`config.mk`:
```
export PLATFORM = sky130hd
export DESIGN_NAME = easyscale_backlight_wire_sequencer
export DESIGN_NICKNAME = d
export VERILOG_FILES = /design/src/design/ebws_pkg.sv /design/src/design/ebws_dp.sv /design/src/design/ebws_ctrl.sv /design/src/design/easyscale_backlight_wire_sequencer.sv
export SDC_FILE = /design/constraint.sdc
export NUM_CORES = 1
export LEC_CHECK = 0
export ABC_AREA = 1
export BUFFER_PORTS_ARGS = -buffer_cell sky130_fd_sc_hd__buf_2
export CAP_MARGIN = 20
export CORE_ASPECT_RATIO = 1.1
export CORE_UTILIZATION = 55
export CTS_CLUSTER_SIZE = 20
export DETAILED_ROUTE_END_ITERATION = 16
export PLACE_DENSITY_LB_ADDON = 0.15
export SLEW_MARGIN = 40
export SYNTH_ARGS = -nofsm -noshare
export SYNTH_HDL_FRONTEND = slang
export SYNTH_SLANG_ARGS = --single-unit
```
`constraint.sdc`:
```
create_clock -name clock -period 8.5 [get_ports clock]
set_input_delay 1.275 -clock clock [delete_from_list [all_inputs] [get_ports clock]]
set_output_delay 1.275 -clock clock [all_outputs]
set_load 0.01 [all_outputs]
```
`src/design/ebws_pkg.sv`:
```
// Shared constants, segment timing and controller/datapath interface types.
package ebws_pkg;

   // Brightness request width and the mask applied to each request
   localparam int BRIGHTNESS_BITS = 16;
   localparam int BRIGHT_W = 16;
   localparam logic [BRIGHT_W-1:0] BRIGHT_MASK =
      BRIGHT_W'((33'd1 << BRIGHTNESS_BITS) - 33'd1);

   localparam int STEPS_W = 8;
   localparam int ADDR_W = 8;
   localparam int PROD_W = STEPS_W + BRIGHT_W;
   localparam int QUOT_W = 8;
   localparam int DIV_CNT_W = 3;
   localparam int SEG_W = 6;
   localparam int DUR_W = 14;

   // Configuration port
   localparam int CSR_INDEX_W = 2;
   localparam int CSR_DATA_W = 16;
   localparam logic [CSR_INDEX_W-1:0] CSR_MAX_STEPS = 2'd0;
   localparam logic [CSR_INDEX_W-1:0] CSR_BRIGHT_LIMIT = 2'd1;
   localparam logic [CSR_INDEX_W-1:0] CSR_DEVICE_ADDRESS = 2'd2;

   localparam logic [STEPS_W-1:0] MAX_STEPS_RESET = 8'd31;
   localparam logic [BRIGHT_W-1:0] BRIGHT_LIMIT_RESET = 16'd255;
   localparam logic [ADDR_W-1:0] DEVICE_ADDRESS_RESET = 8'h72;

   // Segment durations in microseconds
   localparam logic [DUR_W-1:0] T_POWER_UP = 14'd10000;
   localparam logic [DUR_W-1:0] T_WAKE_DELAY = 14'd150;
   localparam logic [DUR_W-1:0] T_ES_DETECT = 14'd300;
   localparam logic [DUR_W-1:0] T_ES_WINDOW = 14'd2000;
   localparam logic [DUR_W-1:0] T_OFF = 14'd3000;
   localparam logic [DUR_W-1:0] T_START = 14'd3;
   localparam logic [DUR_W-1:0] T_EOS = 14'd3;
   localparam logic [DUR_W-1:0] T_SHORT = 14'd3;
   localparam logic [DUR_W-1:0] T_LONG = 14'd8;
   localparam logic [DUR_W-1:0] T_HOLD = 14'd0;

   // Segment numbering: power-up, address byte, level byte, hold, shutdown
   localparam logic [SEG_W-1:0] SEG_POWER_UP = 6'd0;
   localparam logic [SEG_W-1:0] SEG_ADDR_BYTE = 6'd4;
   localparam logic [SEG_W-1:0] SEG_LEVEL_BYTE = 6'd22;
   localparam logic [SEG_W-1:0] SEG_HOLD = 6'd40;
   localparam logic [SEG_W-1:0] SEG_OFF = 6'd41;
   localparam logic [SEG_W-1:0] SEG_OFF_HOLD = 6'd42;
   localparam logic [4:0] BYTE_EOS = 5'd17;

   // Controller to datapath commands
   typedef struct packed {
      logic load;
      logic mul;
      logic div_step;
      logic fix;
      logic seg_load;
      logic [SEG_W-1:0] seg_start;
      logic seg_adv;
   } cmd_type;

   // Datapath to controller status
   typedef struct packed {
      logic zero;
      logic div_last;
      logic seg_last;
   } status_type;

endpackage

```
`src/design/ebws_dp.sv`:
```
// Datapath: config registers, clamp, scale divider and segment decode.
module ebws_dp (
   input  logic                                clock,
   input  logic                                reset,
   input  ebws_pkg::cmd_type                   cmd,
   output ebws_pkg::status_type                status,
   input  logic [ebws_pkg::BRIGHT_W-1:0]       req_brightness,
   input  logic                                csr_write,
   input  logic [ebws_pkg::CSR_INDEX_W-1:0]    csr_index,
   input  logic [ebws_pkg::CSR_DATA_W-1:0]     csr_wdata,
   output logic                                rsp_ctrl_level,
   output logic                                rsp_power_enable,
   output logic [ebws_pkg::DUR_W-1:0]          rsp_duration_us,
   output logic                                rsp_last
);

   logic [ebws_pkg::STEPS_W-1:0]   steps_ff;
   logic [ebws_pkg::BRIGHT_W-1:0]  maxb_ff;
   logic [ebws_pkg::ADDR_W-1:0]    addr_ff;
   logic [ebws_pkg::BRIGHT_W-1:0]  b_ff, b_in;
   logic [ebws_pkg::PROD_W-1:0]    rem_ff, div_ff;
   logic [ebws_pkg::QUOT_W-1:0]    quot_ff, level_ff;
   logic [ebws_pkg::DIV_CNT_W-1:0] cnt_ff;
   logic [ebws_pkg::SEG_W-1:0]     seg_ff;
   logic                           rem_ge;

   // Configuration registers, writes beyond the list are dropped
   always_ff @(posedge clock) begin
      if (reset) begin
         steps_ff <= ebws_pkg::MAX_STEPS_RESET;
         maxb_ff  <= ebws_pkg::BRIGHT_LIMIT_RESET;
         addr_ff  <= ebws_pkg::DEVICE_ADDRESS_RESET;
      end else if (csr_write) begin
         case (csr_index)
            ebws_pkg::CSR_MAX_STEPS:      steps_ff <= csr_wdata[ebws_pkg::STEPS_W-1:0];
            ebws_pkg::CSR_BRIGHT_LIMIT:   maxb_ff <= csr_wdata;
            ebws_pkg::CSR_DEVICE_ADDRESS: addr_ff <= csr_wdata[ebws_pkg::ADDR_W-1:0];
            default: ;
         endcase
      end
   end

   // Mask and clamp the request
   always_comb begin
      b_in = req_brightness & ebws_pkg::BRIGHT_MASK;
      if (b_in > maxb_ff) b_in = maxb_ff;
   end

   assign rem_ge = (rem_ff >= div_ff);

   // Multiply, then restoring division one quotient bit per cycle
   always_ff @(posedge clock) begin
      if (reset) begin
         cnt_ff <= '0;
      end else begin
         if (cmd.load) begin
            b_ff    <= b_in;
            div_ff  <= {1'b0, maxb_ff, 7'd0};
            quot_ff <= '0;
            cnt_ff  <= '0;
         end
         if (cmd.mul) begin
            rem_ff <= steps_ff * b_ff;
         end
         if (cmd.div_step) begin
            if (rem_ge) rem_ff <= rem_ff - div_ff;
            quot_ff <= {quot_ff[ebws_pkg::QUOT_W-2:0], rem_ge};
            div_ff  <= div_ff >> 1;
            cnt_ff  <= cnt_ff + 1'b1;
         end
         // Level is bumped by one below the top step
         if (cmd.fix) begin
            level_ff <= (quot_ff < steps_ff) ? quot_ff + 1'b1 : quot_ff;
         end
         if (cmd.seg_load) begin
            seg_ff <= cmd.seg_start;
         end else if (cmd.seg_adv) begin
            seg_ff <= seg_ff + 1'b1;
         end
      end
   end

   // Segment decode from the running segment number
   always_comb begin
      logic                          in_level;
      logic [4:0]                    k;
      logic [3:0]                    j;
      logic [ebws_pkg::ADDR_W-1:0]   byte_v;
      logic                          bit_v;

      in_level = (seg_ff >= ebws_pkg::SEG_LEVEL_BYTE);
      k = in_level ? 5'(seg_ff - ebws_pkg::SEG_LEVEL_BYTE)
                   : 5'(seg_ff - ebws_pkg::SEG_ADDR_BYTE);
      j = 4'(k - 5'd1);
      byte_v = in_level ? level_ff : addr_ff;
      bit_v = byte_v[~j[3:1]];

      rsp_power_enable = 1'b1;
      rsp_ctrl_level   = 1'b0;
      rsp_duration_us  = ebws_pkg::T_HOLD;

      if (seg_ff < ebws_pkg::SEG_ADDR_BYTE) begin
         case (seg_ff[1:0])
            2'd0: begin rsp_ctrl_level = 1'b0; rsp_duration_us = ebws_pkg::T_POWER_UP; end
            2'd1: begin rsp_ctrl_level = 1'b1; rsp_duration_us = ebws_pkg::T_WAKE_DELAY; end
            2'd2: begin rsp_ctrl_level = 1'b0; rsp_duration_us = ebws_pkg::T_ES_DETECT; end
            default: begin rsp_ctrl_level = 1'b1; rsp_duration_us = ebws_pkg::T_ES_WINDOW; end
         endcase
      end else if (seg_ff < ebws_pkg::SEG_HOLD) begin
         if (k == 5'd0) begin
            rsp_ctrl_level  = 1'b1;
            rsp_duration_us = ebws_pkg::T_START;
         end else if (k == ebws_pkg::BYTE_EOS) begin
            rsp_ctrl_level  = 1'b0;
            rsp_duration_us = ebws_pkg::T_EOS;
         end else if (!j[0]) begin
            // low half of a bit: short for a one
            rsp_ctrl_level  = 1'b0;
            rsp_duration_us = bit_v ? ebws_pkg::T_SHORT : ebws_pkg::T_LONG;
         end else begin
            rsp_ctrl_level  = 1'b1;
            rsp_duration_us = bit_v ? ebws_pkg::T_LONG : ebws_pkg::T_SHORT;
         end
      end else if (seg_ff == ebws_pkg::SEG_HOLD) begin
         rsp_ctrl_level = 1'b1;
      end else if (seg_ff == ebws_pkg::SEG_OFF) begin
         rsp_duration_us = ebws_pkg::T_OFF;
      end else begin
         rsp_power_enable = 1'b0;
      end
   end

   assign rsp_last = (seg_ff == ebws_pkg::SEG_HOLD) || (seg_ff == ebws_pkg::SEG_OFF_HOLD);

   assign status.zero     = (b_ff == '0);
   assign status.div_last = (cnt_ff == {ebws_pkg::DIV_CNT_W{1'b1}});
   assign status.seg_last = rsp_last;

endmodule

```
`src/design/ebws_ctrl.sv`:
```
// Controller: request sequencing, converter power state and result handshake.
module ebws_ctrl (
   input  logic                 clock,
   input  logic                 reset,
   input  logic                 req_valid,
   output logic                 req_ready,
   output logic                 rsp_valid,
   input  logic                 rsp_ready,
   output ebws_pkg::cmd_type    cmd,
   input  ebws_pkg::status_type status
);

   typedef enum logic [2:0] {
      ST_IDLE,
      ST_CHECK,
      ST_DIV,
      ST_FIX,
      ST_EMIT
   } state_type;

   state_type state_ff, state_in;
   logic      on_ff, on_in;
   logic      valid_ff, valid_in;

   assign req_ready = (state_ff == ST_IDLE);
   assign rsp_valid = valid_ff;

   // Next state and datapath commands
   always_comb begin
      state_in = state_ff;
      on_in    = on_ff;
      valid_in = valid_ff;
      cmd      = '0;
      case (state_ff)
         ST_IDLE: begin
            if (req_valid) begin
               cmd.load = 1'b1;
               state_in = ST_CHECK;
            end
         end
         ST_CHECK: begin
            if (!status.zero) begin
               cmd.mul  = 1'b1;
               state_in = ST_DIV;
            end else if (on_ff) begin
               // shutdown of a running converter
               cmd.seg_load  = 1'b1;
               cmd.seg_start = ebws_pkg::SEG_OFF;
               on_in    = 1'b0;
               valid_in = 1'b1;
               state_in = ST_EMIT;
            end else begin
               state_in = ST_IDLE;
            end
         end
         ST_DIV: begin
            cmd.div_step = 1'b1;
            if (status.div_last) state_in = ST_FIX;
         end
         ST_FIX: begin
            cmd.fix       = 1'b1;
            cmd.seg_load  = 1'b1;
            cmd.seg_start = on_ff ? ebws_pkg::SEG_ADDR_BYTE : ebws_pkg::SEG_POWER_UP;
            on_in    = 1'b1;
            valid_in = 1'b1;
            state_in = ST_EMIT;
         end
         ST_EMIT: begin
            if (rsp_ready) begin
               if (status.seg_last) begin
                  valid_in = 1'b0;
                  state_in = ST_IDLE;
               end else begin
                  cmd.seg_adv = 1'b1;
               end
            end
         end
         default: begin
            state_in = ST_IDLE;
            valid_in = 1'b0;
         end
      endcase
   end

   // State and registered outputs
   always_ff @(posedge clock) begin
      if (reset) begin
         state_ff <= ST_IDLE;
         on_ff    <= 1'b0;
         valid_ff <= 1'b0;
      end else begin
         state_ff <= state_in;
         on_ff    <= on_in;
         valid_ff <= valid_in;
      end
   end

endmodule

```
`src/design/easyscale_backlight_wire_sequencer.sv`:
```
// Top level: one-wire backlight sequencer, controller plus datapath.
//
// A brightness item enters on req_valid/req_ready. It is masked, clamped to
// the brightness limit and scaled to a level code with an 8-step restoring
// divider.
// The item then leaves as a list of pin segments on rsp_valid/rsp_ready, one
// segment per cycle while rsp_ready is high; rsp_last marks the final one.
// A converter that is off gets the four power-up segments first, then the
// address byte, the level byte and a hold segment (up to 41 segments).
// Zero brightness on a running converter gives a 3000 us low and an
// enable-off hold; zero brightness while off gives no segments.
// The item is clamped at the accepting edge, then the multiply, eight divide
// steps and the level fixup run before rsp_valid rises.
// One item is in work at a time; req_ready is low until the last segment
// is taken. A stalled receiver holds the current segment unchanged.
// Configuration writes (csr_*) are always taken and are meant for idle time.
// Reset restores the register defaults and marks the converter off.
module easyscale_backlight_wire_sequencer (
   input  logic                             clock,
   input  logic                             reset,
   input  logic                             req_valid,
   output logic                             req_ready,
   input  logic [ebws_pkg::BRIGHT_W-1:0]    req_brightness,
   output logic                             rsp_valid,
   input  logic                             rsp_ready,
   output logic                             rsp_ctrl_level,
   output logic                             rsp_power_enable,
   output logic [ebws_pkg::DUR_W-1:0]       rsp_duration_us,
   output logic                             rsp_last,
   input  logic                             csr_valid,
   output logic                             csr_ready,
   input  logic [ebws_pkg::CSR_INDEX_W-1:0] csr_index,
   input  logic [ebws_pkg::CSR_DATA_W-1:0]  csr_wdata
);

   ebws_pkg::cmd_type    cmd;
   ebws_pkg::status_type status;

   assign csr_ready = 1'b1;

   ebws_ctrl u_ctrl (
      .clock     (clock),
      .reset     (reset),
      .req_valid (req_valid),
      .req_ready (req_ready),
      .rsp_valid (rsp_valid),
      .rsp_ready (rsp_ready),
      .cmd       (cmd),
      .status    (status)
   );

   ebws_dp u_dp (
      .clock            (clock),
      .reset            (reset),
      .cmd              (cmd),
      .status           (status),
      .req_brightness   (req_brightness),
      .csr_write        (csr_valid & csr_ready),
      .csr_index        (csr_index),
      .csr_wdata        (csr_wdata),
      .rsp_ctrl_level   (rsp_ctrl_level),
      .rsp_power_enable (rsp_power_enable),
      .rsp_duration_us  (rsp_duration_us),
      .rsp_last         (rsp_last)
   );

endmodule

```
======== Word-level counts from Yosys, hierarchy flattened ========
Cells that the tools add are included.
word-level totals
  memories ................................ 0
  latch bits .............................. 0
  memory bits (read-only) ................. 0
  register bits ........................... 125
  output and inout bits ................... 20
  RAM bits ................................ 0
  logic and storage cells ................. 137
operators by class
  multipliers ............................. 1
  divide/modulo/power cells ............... 0
  $add $sub $neg .......................... 7
  mux-type cells .......................... 65
  equality and inequality tests ........... 19
  magnitude comparators ................... 7
  reductions and logical operators ........ 21
  bitwise gates (word level) .............. 3
  shift-type cells ........................ 0
operators by type and width
  kind                                          count
  2-to-1 mux 14 bit                             6
  2-to-1 mux 24 bit                             3
  one-hot mux 14 bit (3 select lines)           1
  2-to-1 mux 8 bit                              4
  2-to-1 mux 3 bit                              9
  2-to-1 mux 1 bit                              26
  >= comparator 24 x 23 -> 1 bit                1
  multiplier 8 x 16 -> 24 bit                   1
  subtractor 24 x 23 -> 24 bit                  1
  2-to-1 mux 23 bit                             1
  2-to-1 mux 22 bit                             1
  == test 6 bit (second input constant)         3
  > comparator 16 bit                           1
  zero test 16 bit                              1
  2-to-1 mux 16 bit                             1
  AND reduction 2 bit                           8
  one-hot mux 3 bit (5 select lines)            1
  2-to-1 mux 7 bit                              2
  one-hot mux 7 bit (2 select lines)            1
  2-to-1 mux 12 bit                             1
  2-to-1 mux 6 bit                              2
  adder 8 x 1 -> 8 bit (second input constant)  1
  less-than comparator 8 bit                    1
  2-to-1 mux 4 bit                              2
  31 further kinds                              44

======== Depth between registers and ports, before layout ========
Gate-level depths: netlist (run 1).
  depth in word-level cells ............... 12
  gate-level depth with buffers ........... 25
  mapped depth without buffers ............ 23

======== Cells and area by module ========
A second synthesis (run 1) with hierarchy kept.
second synthesis, totals
  cells, all modules ...................... 1721
  area total of the unflattened synthesis .. 12703.4 µm²
modules (own cells, without submodules)
  module                              area each (µm²)  cells each  instances
  ebws_dp                             12353.1          1665        1
  ebws_ctrl                           339.1            54          1
  easyscale_backlight_wire_sequencer  11.3             2           1

======== Worst setup path before layout (run 1) ========
OpenSTA, ideal clock, no wires.
  path kind ............................... reg-to-reg
  start ................................... register u_dp.steps_ff[7] (netlist bit)
  end ..................................... register u_dp.rem_ff[12] (netlist bit), data pin
  path buffers ............................ 2
  cell stages (with the launch flop) ...... 24
  required time ........................... 8251 ps
  path slack .............................. 3734 ps
  arrival time ............................ 4517 ps
  clock period less this slack ............ 4766 ps
  cell sequence ........................... dfxtp_1 clkbuf_1 clkbuf_1 nand2_1 fa_1 fa_1 inv_1 fa_1 inv_1 fa_1 inv_1 ha_1 nand2_1 nand2_1 inv_1 o21ai_0 a21o_1 nand3_1 nand2_1 or2_2 nand3_1 nand3_1 nand2_1 inv_1
on the way
  longest elaborated chain between the ends .. 4
RTL lines
  element                        RTL line       RTL
  start: declaration             ebws_dp.sv:17  logic [ebws_pkg::STEPS_W-1:0] steps_ff;
  start signal: assignment       ebws_dp.sv:30  steps_ff <= ebws_pkg::MAX_STEPS_RESET;
  start signal: assignment       ebws_dp.sv:35  ebws_pkg::CSR_MAX_STEPS: steps_ff <= csr_wdata[ebws_pkg::STEPS_W-1:0];
  multiplier 8 x 16 -> 24 bit *  ebws_dp.sv:63  rem_ff <= steps_ff * b_ff;
  2-to-1 mux 24 bit *            ebws_dp.sv:62  if (cmd.mul) begin
  2-to-1 mux 24 bit              ebws_dp.sv:66  if (rem_ge) rem_ff <= rem_ff - div_ff;
  2-to-1 mux 24 bit *            ebws_dp.sv:65  if (cmd.div_step) begin
  end signal: assignment         ebws_dp.sv:63
  end signal: assignment         ebws_dp.sv:66
  end: declaration               ebws_dp.sv:21  logic [ebws_pkg::PROD_W-1:0] rem_ff, div_ff;
Every way passes the cells marked *; elsewhere a longest branch is shown, timed or not.
A chain may end at the register's enable or synchronous reset.

======== Final worst setup path (run 1) ========
  start ................................... register u_dp.steps_ff[7] (netlist bit)
  end ..................................... register u_dp.rem_ff[15] (netlist bit), data pin
The elaborated chain is that of the path after synthesis.

==> flow_summary.toml, run 1 <==
[timing]
grt_setup_unrepaired = "false"
fmax_mhz = 190
report.final.slew_viol_count = 0
setup_ws_ns = 3.24
relSlewSlack = 0.423
setup_viol = 0
clock_skew_ns = 0.0122
period_needed_ns = 5.26
worst_slew_pin_slew_ns = 0.864
finalSetupTns_ns = 0
finalCritPeriodShare = 0.619
hold_viol = 0

[floorplan]
row_count = 57
io_pins = 59
core_um2 = 22000
start_util = 0.560
die_h_um = 159
dieArea_um2 = 23100
fp.dieW_um = 145

[power]
cellPowerDensity_nw_per_um2 = 408
irDropWorstVdd_v = 0.000275
power_leakage_nw = 7.19

[worst_setup_path]
end_kind = "flop"
path_class = "flop to flop"
crit_chain = "nand2_1, fa_1, fa_1, inv_1, fa_1, inv_1, fa_1, inv_1, ha_1, nand2_1, inv_1, a21boi_0, o21ai_0, nand2_1, nand2_1, a21oi_1, o21ai_0, nand3_1, nand2_1, inv_1"
r2r_end = "u_dp.rem_ff[15]"
worstPathRequired_ns = 8.69
slowest_stage = "dfxtp_1"
critPathMaxFanout = 17
r2r-start = "u_dp.steps_ff[7]"
slowest_delay_ns = 0.74
critPathBufInv = 5
r2r_cells = 20
worstSetupStartpointType = "flop"
crit_family = "adder cells"
arrival_ns = 5.45
r2r_setup_slack_ns = 3.24

[routing]
drc_errors = 0
num_vias = 10700
antenna_left = 0
vias_per_cell = 5.42
drt_pass1_iterations = 5
drt_iter0_markers = 805
wire_per_inst_um = 16.1
wl_um = 31700

[synth]
synth-simple-area-share = 0.209
yosys.area.top_type_share = 0.207
synth_area_per_cell_um2 = 7.49
synthMuxAreaShare = 0.00172
synth_nets = 1879
synth_common_cells = "413 x nand2_1, 341 x inv_1, 107 x ha_1"
netlist_area_um2 = 12300
seq_area_frac_synth = 0.272
synth_cell_type_count = 51
synthArstFlopShare = 0
synth.most_common_cell = "nand2_1"
synth_top_family_by_area = "adder cells"
synthXorXnorAreaFrac = 0.0277
synth-edff-count = 85
synth-seq-cells = 125
ys.warnings.count = 0
synth_cells = 1648
yosys.area_share.adder = 0.246
synth_top_area_cell = "edfxtp_1"
ys.flop_type = "edfxtp_1"
synth-compound-area-share = 0.116
synth_area_leaders = "edfxtp_1 21%, fa_1 14%, nand2_1 13%, ha_1 11%, inv_1 10%"

[global_routing]
grt_pass1_vias = 10300
grt_use_total = 0.292
grt_remaining_overflow = 0
grt_pass1_wl_um = 51800
antenna_found_initial = 0
grt_max_degree = 38

[clocking]
cts_setup_buffers = 0
hold_buffers = 0
cts_tree = "yes"
cts_buffers = 17
clkLatencyLatePin_ns = 0.43
cts_sinks = 125
cts.repair.resized = 0
cts_max_level = 4
cts_root_buf = "clkbuf_16"
clk_pin_slew_ns = 0.07
clock_path_buffers = 2

[placement]
dp_hpwl_um = 24800
dp_slack_ns = 3.31
gp_congestion = 0.948
numPortBuffers = 56

[worst_hold_path]
min_path_cells = 1
hold_start = "u_dp.cnt_ff[0]"
min_to = "u_dp.cnt_ff[0]"
hold_path.class = "flop to flop"

[layout]
antenna_cells = 0
drive_above_1_share = 0.0696
nNetsFinal = 1900
area_growth_pct = 8.34

[run_status]
status = "finished, final reports clean"

[run]
drv_cap = 0
## through the flow
step	hold WS [ns]	cells	total power [mW]	area, um2	util
CTS	0.469	1977	5.43	13400	0.607
global placement	0.453	1945	4.62	12800	0.579
finish	0.473	1977	5.46	13400	0.607
floorplan	0.433	1648	3.69	12300	-
global route	0.502	1977	6.03	13400	0.607
detailed placement	0.457	1945	4.65	12800	0.579
## cell families (layout without fill, tap and decap cells)
family,count (synthesis),after routing
AO/OA/AOI/OAI,258,258
XOR/XNOR,39,39
adder cells (fa/ha/maj),192,192
buffers and inverters,403,437
flip-flops,125,125
multiplexers,2,2
other,2,2
AND/OR/NAND/NOR,627,627
## placed cells by master, fill, tap and decap left out, drive strengths merged, types with 62 or more instances in the layout
| master | synthesis | routed |
|---|---|---|
| nand2 | 415 | 415 |
| inv | 342 | 351 |
| o21ai | 120 | 120 |
| ha | 107 | 107 |
| nor2 | 98 | 98 |
| a21oi | 95 | 95 |
| fa | 85 | 85 |
| edfxtp | 85 | 85 |
| nand3 | 67 | 67 |
| buf | 24 | 62 |
## final cells by class
type,instances,area (um2)
Fill cell,2086,8660
Multi-Input combinational cell,1120,7430
Sequential cell,125,3350
Inverter,343,1290
Clock buffer,19,475
Tap cell,295,369
Timing Repair Buffer,62,325
Clock inverter,13,136
## where the power goes
| part | switching [mW] | total (mW) | internal, mW |
|---|---|---|---|
| Clock | 0.321 | 0.747 | 0.426 |
| Sequential | 0.129 | 0.985 | 0.856 |
| Combinational | 2.42 | 3.73 | 1.30 |
## layer usage
| metal | GRT usage | vias to the layer above | routed length (um) |
|---|---|---|---|
| li1 | - | 5238 | - |
| met1 | 0.402 | 5059 | 13900 |
| met2 | 0.476 | 373 | 15000 |
| met3 | 0.0442 | 47 | 2150 |
| met4 | 0.0833 | 0 | 669 |
| met5 | 0 | - | 0 |
## worst max path at each step
stage,start,endpoint,slack [ns],cells after the start
2_1_floorplan,u_dp.steps_ff[7],u_dp.rem_ff[12],3.73,23
3_3_place_gp,u_dp.steps_ff[7],u_dp.rem_ff[15],3.33,20
3_5_place_dp,u_dp.steps_ff[7],u_dp.rem_ff[15],3.31,20
4_1_cts,u_dp.steps_ff[7],u_dp.rem_ff[15],3.29,20
5_1_grt,u_dp.steps_ff[7],u_dp.rem_ff[19],2.89,20
6_report,u_dp.steps_ff[7],u_dp.rem_ff[15],3.24,20
## state kept, by name, indices dropped and copies added (netlist names)
signal,cells
u_ctrl.on_ff,1
u_ctrl.rsp_valid,1
u_ctrl.state_ff,3
u_dp.addr_ff,8
u_dp.b_ff,16
u_dp.cnt_ff,3
u_dp.div_ff,23
u_dp.level_ff,8
u_dp.maxb_ff,16
u_dp.quot_ff,8
u_dp.rem_ff,24
u_dp.seg_ff,6
u_dp.steps_ff,8
(Power assumes the default switching activity.)
==> run 2: changes to the inputs <==
==> constraint.sdc (replaced) <==
create_clock -name clock -period 4.6 [get_ports clock]
set_input_delay 0.69 -clock clock [delete_from_list [all_inputs] [get_ports clock]]
set_output_delay 0.69 -clock clock [all_outputs]
set_load 0.01 [all_outputs]
==> run 2 against run 1 <==
Net effect: via count rose by 2.3%; non-clock buffer count is 95 higher; sequential share of layout area decreased by 2.4 points; final cell count grew 4.8%; die area did not move; setup slack worse by 3.1 ns; global-route usage is 0.34 points higher; first-iteration DRC count fell by 3.9%; register-to-register slack worse by 3.1 ns; clock-buffer cell count is 1 lower; critical path type unchanged; critical endpoint is now u_dp.rem_ff[18].
==> flow_summary.toml, run 2 (same netlist as run 1, synthesis figures left out) <==
[worst_setup_path]
worstSetupStartpointType = "flop"
arrival_ns = 4.65
end_kind = "flop"
critPathMaxFanout = 8
worstPathRequired_ns = 4.77
path_class = "flop to flop"

[routing]
wire_per_inst_um = 15.8
num_vias = 11000
vias_per_cell = 5.29
drt_pass1_iterations = 12
drc_errors = 0
antenna_left = 0
wl_um = 32800
drt_iter0_markers = 774

[clocking]
clkLatencyLatePin_ns = 0.42
cts_sinks = 125
cts_buffers = 17
clock_path_buffers = 2
cts_root_buf = "clkbuf_16"
cts_max_level = 4
cts_tree = "yes"
clk_pin_slew_ns = 0.07

[global_routing]
use_met2 = 0.479
antenna_found_initial = 0
use_met1 = 0.402
grtUsageMet3 = 0.0460
grt_pass1_wl_um = 52400
grt_max_degree = 38
grt_remaining_overflow = 0
busiest_layer = "met2"
grt_use_total = 0.296
grt_pass1_vias = 10600

[worst_hold_path]
hold_path.class = "flop to flop"

[timing]
fmax_mhz = 223
hold_viol = 0
clock_skew_ns = 0.0127
period_needed_ns = 4.48
finalCritPeriodShare = 0.975
finalSetupTns_ns = 0
relSlewSlack = 0.457
whs_ns = 0.478
grt_setup_unrepaired = "true"
worst_slew_pin_slew_ns = 0.814
setup_viol = 0
report.final.slew_viol_count = 0

[layout]
antenna_cells = 0
reg_top3 = "u_dp.rem_ff x24, u_dp.div_ff x23"
area_growth_pct = 19.9
top_register = "u_dp.rem_ff"
largest_reg_flops = 24
final_common_cell = "nand2_1"
final_cell_mix = "388 x nand2_1, 320 x inv_1, 89 x ha_1"
drive_above_1_share = 0.188
nNetsFinal = 1995

[placement]
numPortBuffers = 56
gp_congestion = 0.945
dp_hpwl_um = 25300

[floorplan]
start_util = 0.560
core_um2 = 22000
dieArea_um2 = 23100
fp.dieW_um = 145
io_pins = 59
die_h_um = 159
row_count = 57

[run_status]
status = "finished, final reports clean"

[run]
drv_cap = 0
run 2: final cells by class:
cell class,count,area [um2]
Multi-Input combinational cell,1120,8050
Sequential cell,125,3360
Inverter,343,1290
Fill cell,1830,7240
Tap cell,295,369
Clock buffer,18,450
Timing Repair Buffer,157,1170
Clock inverter,14,121
run 2: what timing repair did:
item                       in CTS  in global routing
setup endpoints to repair      13                 17
gates resized for setup        27                155
buffers inserted                5                 18
pin swaps                       5                119
hold buffers                    0                  0
run 2: path summary, 6_finish.rpt:
path,end,startpoint,slack [ns],depth (start not counted)
hold / removal,u_dp.cnt_ff[0],u_dp.cnt_ff[0],0.48,1
setup / recovery,u_dp.rem_ff[18],u_dp.b_ff[9],0.12,20
hold reg to reg,u_dp.cnt_ff[0],u_dp.cnt_ff[0],0.48,1
setup reg to reg,u_dp.rem_ff[18],u_dp.b_ff[9],0.12,20
run 2: metal layers:
layer / routed length [um] / part of all wire
met5: 0 / 0
met2: 15500 / 0.47
met3: 1890 / 0.058
met4: 790 / 0.024
met1: 14700 / 0.45
run 2: through the flow:
stage | cell area, um2 | std cells | utilization | setup slack [ns]
6_report | 14800 | 2072 | 0.672 | 0.117
3_3_place_gp | 13400 | 2018 | 0.608 | -0.104
2_1_floorplan | 12400 | 1648 | - | 0.00111
4_1_cts | 14100 | 2055 | 0.638 | -0.0284
3_5_place_dp | 13400 | 2018 | 0.608 | -0.133
5_1_grt | 14800 | 2072 | 0.672 | -0.103
run 2: critical path, cell delays in order (launching register included):
cell      delay [ns]
edfxtp_1        0.37
buf_6           0.16
nand2_1         0.07
inv_1           0.05
fa_1            0.58
fa_2            0.46
fa_1            0.54
inv_2           0.05
fa_1            0.50
inv_2           0.05
ha_4            0.23
a21oi_2         0.19
buf_4           0.16
o21ai_4         0.07
buf_4           0.14
a21oi_2         0.17
a21oi_2         0.07
nor2_1          0.09
nand2_1         0.10
o21ai_0         0.09
o21ai_1         0.09
Power of run 2 is not shown: default switching activity piles up to over one toggle a cycle in this logic, so the estimate is an artifact.
==> run 3: changes to the inputs <==
--- a/config.mk
+++ b/config.mk
@@ -13,6 +13,7 @@
 export CTS_CLUSTER_SIZE = 20
 export DETAILED_ROUTE_END_ITERATION = 16
 export PLACE_DENSITY_LB_ADDON = 0.15
+export REMOVE_ABC_BUFFERS = 1
 export SLEW_MARGIN = 40
 export SYNTH_ARGS = -nofsm -noshare
 export SYNTH_HDL_FRONTEND = slang
==> run 3 against run 2 <==
Net effect: critical path type unchanged; routed wire length down 1.4%; largest cell class unchanged; worst hold slack got worse by 0.014 ns; final cell count decreased by 0.43%; global-route usage down 0.11 points; die area unchanged.
==> flow_summary.toml, run 3 (same netlist as run 1, synthesis figures left out) <==
[worst_setup_path]
r2r_cells = 21
crit_path_start = "u_dp.b_ff[5]"
r2r-start = "u_dp.b_ff[5]"
r2r_setup_slack_ns = 0.009
crit_family = "adder cells"
critPathMaxFanout = 5
path_class = "flop to flop"
arrival_ns = 4.78
worstPathRequired_ns = 4.79
worst-path-stages = 21
critPathBufInv = 6
slowest_stage = "fa_1"
slowest_delay_ns = 0.56
worstSetupStartpointType = "flop"
end_kind = "flop"
crit_chain = "buf_6, buf_6, nand2_2, inv_2, fa_1, fa_1, fa_1, inv_2, fa_1, inv_2, ha_4, a21oi_4, o21ai_2, a21o_1, nand3_1, nand2_1, or2_4, nand3_4, nand3_2, nand2_2, inv_2"

[global_routing]
grt_use_total = 0.295
grt_pass1_vias = 10500
grt_remaining_overflow = 0
antenna_found_initial = 0
grt_pass1_wl_um = 52800
grt_max_degree = 42

[routing]
drc_errors = 0
wl_um = 32400
drt_pass1_iterations = 6
vias_per_cell = 5.36
wire_per_inst_um = 15.7
num_vias = 11100
drt_iter0_markers = 693
antenna_left = 0

[clocking]
cts_root_buf = "clkbuf_16"
cts_buffers = 17
cts_tree = "yes"
hold_buffers = 0
clkLatencyLatePin_ns = 0.43
clock_path_buffers = 2
clk_pin_slew_ns = 0.07
cts_max_level = 4
cts_sinks = 125

[floorplan]
start_util = 0.560
dieArea_um2 = 23100
row_count = 57
die_h_um = 159
core_um2 = 22000
io_pins = 59
fp.dieW_um = 145

[timing]
grt_setup_unrepaired = "true"
report.final.slew_viol_count = 0
setup_viol = 0
clock_skew_ns = 0.0114
hold_viol = 0
relSlewSlack = 0.492
fmax_mhz = 218
whs_ns = 0.464
worst_slew_pin_slew_ns = 0.761
setup_ws_ns = 0.00925
period_needed_ns = 4.59
finalCritPeriodShare = 0.998

[run_status]
status = "finished, final reports clean"

[layout]
final_util = 0.667
final_common_cell = "nand2_1"
reg_top3 = "u_dp.rem_ff x24, u_dp.div_ff x23"
stdcell_count = 2063
top_register = "u_dp.rem_ff"
nFillCells = 1816
antenna_cells = 0
final_cell_mix = "392 x nand2_1, 316 x inv_1, 92 x ha_1"
nNetsFinal = 1986
drive_above_1_share = 0.177
largest_reg_flops = 24
area_growth_pct = 19.1

[placement]
placed_cells_incl_taps = 2008
numPortBuffers = 56
dp_hpwl_um = 25000
gp_congestion = 0.913
dp_slack_ns = -0.208

[worst_hold_path]
min_path_cells = 1
hold_path.class = "flop to flop"
hold_start = "u_dp.cnt_ff[0]"

[run]
drv_cap = 0
==> run 3: cell types whose count changed in the layout (fill, tap and decap cells not counted), moves of 3 or more <==
cell / delta
inv_2: +5
nand2_1: +4
a21oi_1: +6
buf_6: -4
ha_1: +3
ha_4: -3
inv_1: -4
nand2_4: -3
buf_4: -5
a21oi_2: -4
o21ai_2: -4
==> run 3: area by class of cell <==
| type | count | area, um2 | share of cell area |
|---|---|---|---|
| Clock buffer | 20 | 489 | 0.0333 |
| Clock inverter | 12 | 136 | 0.00928 |
| Inverter | 343 | 1290 | 0.0877 |
| Multi-Input combinational cell | 1120 | 7980 | 0.543 |
| Sequential cell | 125 | 3360 | 0.228 |
| Tap cell | 295 | 369 | 0.0251 |
| Timing Repair Buffer | 148 | 1080 | 0.0737 |
==> run 3: stage by stage <==
| stage | setup TNS (ns) | cell area, um2 |
|---|---|---|
| final | 0 | 14700 |
| after global routing | -0.969 | 14700 |
| after detailed placement | -1.41 | 13300 |
| after global placement | -0.879 | 13300 |
| after CTS | -0.0000733 | 14100 |
| after floorplan | 0 | 12100 |
==> run 3: final timing paths <==
| kind | end |
|---|---|
| worst max-delay path | u_dp.rem_ff[12] |
| worst min-delay path | u_dp.cnt_ff[0] |
| worst max register to register | u_dp.rem_ff[12] |
| worst min register to register | u_dp.cnt_ff[0] |
==> run 3: repair_timing <==
item / 4_1_cts / 5_1_grt
pin swaps: 17 / 112
gates resized for setup: 36 / 123
endpoints found under the setup margin: 15 / 16
buffers inserted: 7 / 16
==> run 3: layer usage <==
layer  global-route usage  up-vias  part of all wire
li1                     -     5411                 -
met1                0.414     5247              0.45
met2                0.473      363              0.48
met3               0.0445       41             0.060
met4               0.0751        0             0.015
met5                    0        -                 0
Power of run 3 is left out for the same reason.
